[src/design/assert_macros.svh]
// ----------------------------------------------------------------------------
// Assertion macros
// Shared concurrent assertion forms, clocked on clk with async reset arst_n.
// ----------------------------------------------------------------------------
`ifndef ASSERT_MACROS_SVH
`define ASSERT_MACROS_SVH

// Expression must hold at every clock edge out of reset.
`define ASSERT_ALWAYS(label, expr, msg) \
	label: assert property (@(posedge clk) disable iff (!arst_n) (expr)) \
		else $error(msg);

// Antecedent implies consequent in the same cycle.
`define ASSERT_IMPL(label, ante, cons, msg) \
	label: assert property (@(posedge clk) disable iff (!arst_n) (ante) |-> (cons)) \
		else $error(msg);

`endif

[src/design/ilp_pkg.sv]
// ----------------------------------------------------------------------------
// ilp_pkg
// Types, character codes and helpers for the integer literal parser.
// ----------------------------------------------------------------------------
package ilp_pkg;

	typedef enum logic [3:0] {
		PH_START = 4'd0,
		PH_ZERO  = 4'd1,
		PH_HEXP  = 4'd2,
		PH_HEX   = 4'd3,
		PH_OCT   = 4'd4,
		PH_BINP  = 4'd5,
		PH_BIN   = 4'd6,
		PH_DEC   = 4'd7,
		PH_SUF   = 4'd8,
		PH_ERR   = 4'd9
	} phase_t;

	typedef enum logic [1:0] {
		BASE_2  = 2'd0,
		BASE_8  = 2'd1,
		BASE_10 = 2'd2,
		BASE_16 = 2'd3
	} base_t;

	typedef struct packed {
		phase_t      phase;
		logic [63:0] acc;
		logic        sat;
		logic        suf;
	} parse_state_t;

	localparam logic [7:0] CH_0  = 8'h30;
	localparam logic [7:0] CH_1  = 8'h31;
	localparam logic [7:0] CH_7  = 8'h37;
	localparam logic [7:0] CH_9  = 8'h39;
	localparam logic [7:0] CH_UA = 8'h41;
	localparam logic [7:0] CH_UB = 8'h42;
	localparam logic [7:0] CH_UF = 8'h46;
	localparam logic [7:0] CH_UU = 8'h55;
	localparam logic [7:0] CH_UX = 8'h58;
	localparam logic [7:0] CH_LA = 8'h61;
	localparam logic [7:0] CH_LB = 8'h62;
	localparam logic [7:0] CH_LF = 8'h66;
	localparam logic [7:0] CH_LX = 8'h78;

	localparam logic [4:0] DIGIT_NONE = 5'd16;

	localparam parse_state_t STATE_RESET = '{phase: PH_START, acc: 64'd0,
		sat: 1'b0, suf: 1'b0};

	// Hex digit value, DIGIT_NONE if not a hex digit.
	function automatic logic [4:0] hex_val(input logic [7:0] c);
		logic [7:0] t;
		begin
			t = 8'd0;
			if (c >= CH_0 && c <= CH_9) begin
				t = c - CH_0;
			end else if (c >= CH_LA && c <= CH_LF) begin
				t = c - CH_LA + 8'd10;
			end else if (c >= CH_UA && c <= CH_UF) begin
				t = c - CH_UA + 8'd10;
			end else begin
				t = {3'd0, DIGIT_NONE};
			end
			return t[4:0];
		end
	endfunction

endpackage

[src/design/ilp_step.sv]
// ----------------------------------------------------------------------------
// ilp_step
// Next-state logic for one character: phase transition and base-N
// multiply-add of the accumulator with saturation.
// ----------------------------------------------------------------------------
module ilp_step
	import ilp_pkg::*;
(
	input  parse_state_t cur,
	input  logic [7:0]   char_code,
	output parse_state_t nxt,
	output logic         form_ok
);

	logic [4:0]  h;
	logic        is_hex;
	logic        is_dec;
	logic        is_oct;
	logic        is_bin;
	logic        do_push;
	base_t       base;
	logic [67:0] acc_x;
	logic [67:0] prod;
	logic [67:0] sum;

	assign h      = hex_val(char_code);
	assign is_hex = (h != DIGIT_NONE);
	assign is_dec = (char_code >= CH_0) && (char_code <= CH_9);
	assign is_oct = (char_code >= CH_0) && (char_code <= CH_7);
	assign is_bin = (char_code == CH_0) || (char_code == CH_1);
	assign acc_x  = {4'd0, cur.acc};

	always_comb begin
		unique case (base)
			BASE_2:  prod = acc_x << 1;
			BASE_8:  prod = acc_x << 3;
			BASE_10: prod = (acc_x << 3) + (acc_x << 1);
			BASE_16: prod = acc_x << 4;
			default: prod = acc_x;
		endcase
	end

	assign sum = prod + {64'd0, h[3:0]};

	always_comb begin
		nxt     = cur;
		do_push = 1'b0;
		base    = BASE_10;
		unique case (cur.phase)
			PH_START: begin
				if (char_code == CH_0) begin
					nxt.phase = PH_ZERO;
				end else if (is_dec) begin
					nxt.phase = PH_DEC;
					do_push   = 1'b1;
				end else begin
					nxt.phase = PH_ERR;
				end
			end
			PH_ZERO: begin
				if (char_code == CH_LX || char_code == CH_UX) begin
					nxt.phase = PH_HEXP;
				end else if (char_code == CH_LB || char_code == CH_UB) begin
					nxt.phase = PH_BINP;
				end else if (is_oct) begin
					nxt.phase = PH_OCT;
					base      = BASE_8;
					do_push   = 1'b1;
				end else begin
					nxt.phase = PH_ERR;
				end
			end
			PH_HEXP, PH_HEX: begin
				if (is_hex) begin
					nxt.phase = PH_HEX;
					base      = BASE_16;
					do_push   = 1'b1;
				end else if (char_code == CH_UU && cur.phase == PH_HEX) begin
					nxt.phase = PH_SUF;
					nxt.suf   = 1'b1;
				end else begin
					nxt.phase = PH_ERR;
				end
			end
			PH_OCT: begin
				if (is_oct) begin
					base    = BASE_8;
					do_push = 1'b1;
				end else if (char_code == CH_UU) begin
					nxt.phase = PH_SUF;
					nxt.suf   = 1'b1;
				end else begin
					nxt.phase = PH_ERR;
				end
			end
			PH_BINP, PH_BIN: begin
				if (is_bin) begin
					nxt.phase = PH_BIN;
					base      = BASE_2;
					do_push   = 1'b1;
				end else if (char_code == CH_UU && cur.phase == PH_BIN) begin
					nxt.phase = PH_SUF;
					nxt.suf   = 1'b1;
				end else begin
					nxt.phase = PH_ERR;
				end
			end
			PH_DEC: begin
				if (is_dec) begin
					do_push = 1'b1;
				end else if (char_code == CH_UU) begin
					nxt.phase = PH_SUF;
					nxt.suf   = 1'b1;
				end else begin
					nxt.phase = PH_ERR;
				end
			end
			default: begin
				nxt.phase = PH_ERR;
			end
		endcase

		if (do_push) begin
			if (cur.sat || (|sum[67:64])) begin
				nxt.sat = 1'b1;
				nxt.acc = '1;
			end else begin
				nxt.acc = sum[63:0];
			end
		end
	end

	assign form_ok = (nxt.phase == PH_HEX) || (nxt.phase == PH_OCT) ||
		(nxt.phase == PH_BIN) || (nxt.phase == PH_DEC) || (nxt.phase == PH_SUF);

endmodule

[src/design/integer_literal_parser.sv]
// Parses C-style integer literals (hex, octal, binary, decimal, optional U
// suffix) one character per item, one item per clock cycle sustained. A
// character is registered on acceptance and folded into the literal state
// from the input register; the result of a literal is loaded into the output
// register by that same fold and offered from there. A result that is not
// taken holds only the next final character; other characters keep flowing.
// The per-cycle limit is the accumulator loop: one constant-base multiply-add
// with overflow check per character.
// ----------------------------------------------------------------------------
// integer_literal_parser
// Top level: input register, literal state, result register.
// ----------------------------------------------------------------------------
`include "assert_macros.svh"

module integer_literal_parser
	import ilp_pkg::*;
(
	input  logic        clk,
	input  logic        arst_n,
	input  logic        char_valid,
	output logic        char_ready,
	input  logic [7:0]  char_code,
	input  logic        last_char,
	output logic        result_valid,
	input  logic        result_ready,
	output logic        literal_valid,
	output logic [63:0] literal_value,
	output logic        unsigned_suffix
);

	logic         valid_s1;
	logic [7:0]   char_s1;
	logic         last_s1;
	parse_state_t state_q;
	parse_state_t nxt;
	logic         form_ok;
	logic         out_free;
	logic         advance;
	logic         res_valid_s2;
	logic         lit_valid_s2;
	logic [63:0]  lit_value_s2;
	logic         lit_suf_s2;

	ilp_step u_step (
		.cur       (state_q),
		.char_code (char_s1),
		.nxt       (nxt),
		.form_ok   (form_ok)
	);

	assign out_free   = !res_valid_s2 || result_ready;
	assign advance    = valid_s1 && (!last_s1 || out_free);
	assign char_ready = !valid_s1 || advance;

	always_ff @(posedge clk or negedge arst_n) begin
		if (!arst_n) begin
			valid_s1 <= 1'b0;
		end else if (char_ready) begin
			valid_s1 <= char_valid;
		end
	end

	always_ff @(posedge clk) begin
		if (char_ready && char_valid) begin
			char_s1 <= char_code;
			last_s1 <= last_char;
		end
	end

	always_ff @(posedge clk or negedge arst_n) begin
		if (!arst_n) begin
			state_q <= STATE_RESET;
		end else if (advance) begin
			state_q <= last_s1 ? STATE_RESET : nxt;
		end
	end

	always_ff @(posedge clk or negedge arst_n) begin
		if (!arst_n) begin
			res_valid_s2 <= 1'b0;
		end else if (advance && last_s1) begin
			res_valid_s2 <= 1'b1;
		end else if (result_ready) begin
			res_valid_s2 <= 1'b0;
		end
	end

	always_ff @(posedge clk) begin
		if (advance && last_s1) begin
			lit_valid_s2 <= form_ok;
			lit_value_s2 <= form_ok ? nxt.acc : 64'd0;
			lit_suf_s2   <= form_ok && nxt.suf;
		end
	end

	assign result_valid    = res_valid_s2;
	assign literal_valid   = lit_valid_s2;
	assign literal_value   = lit_value_s2;
	assign unsigned_suffix = lit_suf_s2;

	`ASSERT_IMPL(a_sat_ones, state_q.sat, &state_q.acc, "saturated but accumulator not all ones")
	`ASSERT_IMPL(a_suf_phase, state_q.suf,
		state_q.phase == PH_SUF || state_q.phase == PH_ERR, "suffix flag in wrong phase")
	`ASSERT_IMPL(a_bad_zero, result_valid && !literal_valid,
		literal_value == 64'd0 && !unsigned_suffix, "rejected literal carries data")
	`ASSERT_IMPL(a_res_src, $rose(result_valid), $past(advance && last_s1),
		"result without a final character")

endmodule
[config.mk]
export PLATFORM = sky130hd
export DESIGN_NAME = integer_literal_parser
export DESIGN_NICKNAME = d
export VERILOG_FILES = /design/src/design/ilp_pkg.sv /design/src/design/ilp_step.sv /design/src/design/integer_literal_parser.sv
export VERILOG_INCLUDE_DIRS = /design/src /design/src/design
export SDC_FILE = /design/constraint.sdc
export NUM_CORES = 1
export LEC_CHECK = 0
export BUFFER_PORTS_ARGS = -buffer_cell sky130_fd_sc_hd__buf_2
export CORE_MARGIN = 2
export CORE_UTILIZATION = 30
export DETAILED_ROUTE_END_ITERATION = 7
export PLACE_DENSITY_LB_ADDON = 0.05
export SETUP_SLACK_MARGIN = 0.1
export SYNTH_ARGS = -nofsm -noshare
export SYNTH_HDL_FRONTEND = slang
export SYNTH_SLANG_ARGS = --single-unit
[constraint.sdc]
create_clock -name clk -period 5.55 [get_ports clk]
set_clock_uncertainty 0.1 [all_clocks]
set_input_delay 0 -clock clk [delete_from_list [all_inputs] [get_ports clk]]
set_output_delay 0 -clock clk [all_outputs]
set_load 0.02 [all_outputs]
==> metrics <==
status=complete, but fails checks; failing checks=negative setup slack; P_leak=around 7.8 nW; Post-DP Area=between 15000 and 20000 µm²; post-route ant nets=0; detailed router's first-iteration violation count=1707; final setup margin=-0.03291 ns; Rows=81; DR WL/cell=~25 µm; unique cell type count in the Yosys netlist=slightly below 100; final instance area=between 20000 and 25000 µm²; VDD IR max=between 0.15 and 0.2 mV; H-Tree Level Count=4; total gr overflow=0; Startpoint Class=flop; RD Place Congestion=0.9608; CP peak stage delay=between 0.5 and 0.6 ns; Final period util=1.006; DRC=0; vias per inst=between 5 and 6; syn_nets=a little under 2000; Port Buf Inserts=80; Setup Total Neg Slack=-0.2941 ns; worst-margin pin slew=approximately 1.1 ns; worst skew pair latency=0.45 ns; WS Path Type=reg2reg; Final Hold Fails=0; first-pass GRT wire length=101500 µm; root buf cell=clkbuf_16; antenna violations before repair=0; Worst EP required=around 5.6 ns; dominant synthesized flop cell=edfxtp_1; CP Cell Sequence=ha_2 -> fa_2 -> a21o_1 -> a221o_1 -> a211o_1 -> a21o_1 -> buf_4 -> a31oi_4 -> buf_6 -> xnor2_2 -> a221oi_2 -> or4_4 -> nor4_4 -> nand4_1 -> a2111o_1 -> a211oi_4 -> buf_4 -> buf_8 -> clkbuf_16 -> a31oi_1; Slew headroom=0.2431; Synth warnings=0; clock transition at the registers of the reported paths=0.07 ns; fin crit period=roughly 5.6 ns; RSZ-0062 raised after global routing=true; CORE AREA=about 49000 µm²; drt pass-1 iters=6; internal power=around 2.1 mW; number of inserted diodes=0; max-cap viol count=0; net total in the final layout=2299; Gate power share=0.228; Yosys top cell area share=0.1520; drt total wl=between 70000 and 80000 µm; largest net degree at the start of global routing=between 100 and 150; Die Width=226.2 µm; crit end category=flop; HP Class=in2reg; layout cells sized above 1=0.3077; Vias=about 17000; CTS tree=done; Num Clock Sinks=~150; Syn Inst Count=1892; clock buffer depth=2; Die ar.=approximately 50000 µm²; Layout area overhead=37.92%; synth cell count leaders=nand2_1, a21oi_1, o21ai_0, nor2_1, a31oi_1; # setup viols final=23; Seq/Total Area, Yosys=0.2736; CP max stage cell=or4_4; switching part of the total=0.3211; Ports=just over 80; clock network power share=0.384; TritonCTS buffer count=17; Mapped Area=~15000 µm²; f_max=around 180 MHz; asr flop ratio synth=0.4898; Pins Over Slew Limit=0; syn_area_per_cell=between 7 and 8 µm²; NetSw=slightly above 1 mW; Overall Power=between 3 and 4 mW; DP Wirelength=between 50000 and 60000 µm; dominant cell type by area after synthesis=edfxtp_1; Crit path arrival time=between 5 and 6 ns; crit-path max FO=8; synthesis-stage register bit count=147; Initial Util=0.3033; vias in the first global route=approximately 15000; Total GRT Usage=0.2652; top-count cell post-synth=nand2_1; die height=between 200 and 250 µm; Seq pwr share=0.387; top post-synthesis cells by area=edfxtp_1, dfrtp_1, a21oi_1; EDFF count, synth=75; Power Density=about 150 nW/µm²
==> power groups by stage <==
stage	Sequential (mW)	Clock, mW	Combinational, mW
2_1_floorplan	1.26	0	0.301
3_3_place_gp	1.24	0	0.551
3_5_place_dp	1.24	0	0.549
4_1_cts	1.22	1.23	0.620
5_1_grt	1.22	1.27	0.759
6_report	1.22	1.21	0.720
==> area by class of cell <==
class                   count  area [µm²]
multi-input cells        1567       11090
clock inverters            13       151.4
flip-flops and latches    147        4060
clock buffers              18       439.2
repair buffers            453        3752
inverters                  28       105.1
well taps                 664       830.8
fillers                  4972       28420
==> path summary, 6_finish.rpt <==
check	startpoint	to	slack [ns]	cells after the start
setup / recovery	state_q[4]$_DFFE_PN0P_	literal_value[27]$_SDFFCE_PP0P_	-0.03	20
hold / removal	char_code[4]	char_s1[4]$_DFFE_PP_	0.16	2
setup reg to reg	state_q[4]$_DFFE_PN0P_	literal_value[27]$_SDFFCE_PP0P_	-0.03	20
hold reg to reg	state_q[0]$_DFFE_PN0P_	state_q[0]$_DFFE_PN0P_	0.40	2
max in group asynchronous	arst_n	state_q[12]$_DFFE_PN0P_	3.80	3
min in group asynchronous	arst_n	valid_s1$_DFFE_PN0N_	0.21	3
==> state kept, by name (all words and copies together) (netlist names) <==
register and count:
last_s1 1, unsigned_suffix 1, literal_value 64, valid_s1 1, char_s1 8, result_valid 1, literal_valid 1, state_q 70
==> worst max-delay path, delay by kind of cell, from the launching register on <==
kind	cells	cell delay, ns
XOR/XNOR	1	0.13
AO/OA/AOI/OAI	9	2.19
buffers and inverters	5	0.78
adder cells (fa/ha/maj)	2	0.60
flip-flops	1	0.39
AND/OR/NAND/NOR	3	1.08
==> cells in the final DEF (no fill, tap or decap), types with 40 or more instances in the layout <==
| master | netlist | routed |
|---|---|---|
| a21oi_1 | 192 | 176 |
| nor2_1 | 158 | 151 |
| xnor2_1 | 54 | 52 |
| nand4_1 | 40 | 40 |
| o21ai_0 | 168 | 151 |
| a31oi_1 | 96 | 79 |
| ha_1 | 70 | 52 |
| buf_2 | 41 | 79 |
| buf_4 | 8 | 317 |
| edfxtp_1 | 75 | 75 |
| dfrtp_1 | 72 | 67 |
| nand2_1 | 211 | 208 |
==> layer usage <==
metal | wire length, µm | vias to the layer above | GRT usage | part of all wire
met5 | 0 | - | 0 | 0
met4 | 635 | 0 | 0.04202 | 0.0089
met3 | 5845 | 44 | 0.04528 | 0.082
met2 | 28120 | 704 | 0.3495 | 0.39
met1 | 37050 | 8376 | 0.4392 | 0.52
li1 | - | 7924 | - | -
==> per-stage QoR <==
stage	cells	hold WS (ns)	worst slack, ns	utilization
after CTS	2866	0.1425	-0.08044	0.3921
after global placement	2789	-0.1744	-0.1087	0.3669
after detailed placement	2789	-0.1703	-0.1620	0.3669
final	2890	0.1634	-0.03291	0.4183
after floorplan	1892	-0.3956	0.1080	-
after global routing	2890	0.1624	-0.1416	0.4183
==> what timing repair did <==
item | 4_1_cts | 5_1_grt
cloned | 4 | 9
hold endpoints to repair | 51 | 0
gates resized for setup | 41 | 178
setup buffers | 29 | 18
hold buffers | 13 | 0
pin swaps | 16 | 60
setup endpoints to repair | 100 | 129
==> cell families (layout without fill, tap and decap cells) <==
kind of cell	Yosys count	after routing	synth area share
multiplexers	11	11	0.007601
flip-flops	147	147	0.2736
AND/OR/NAND/NOR	618	618	0.2052
AO/OA/AOI/OAI	771	771	0.3404
XOR/XNOR	95	95	0.05617
adder cells (fa/ha/maj)	72	72	0.06182
buffers and inverters	178	512	0.05524
(Power assumes the default switching activity.)
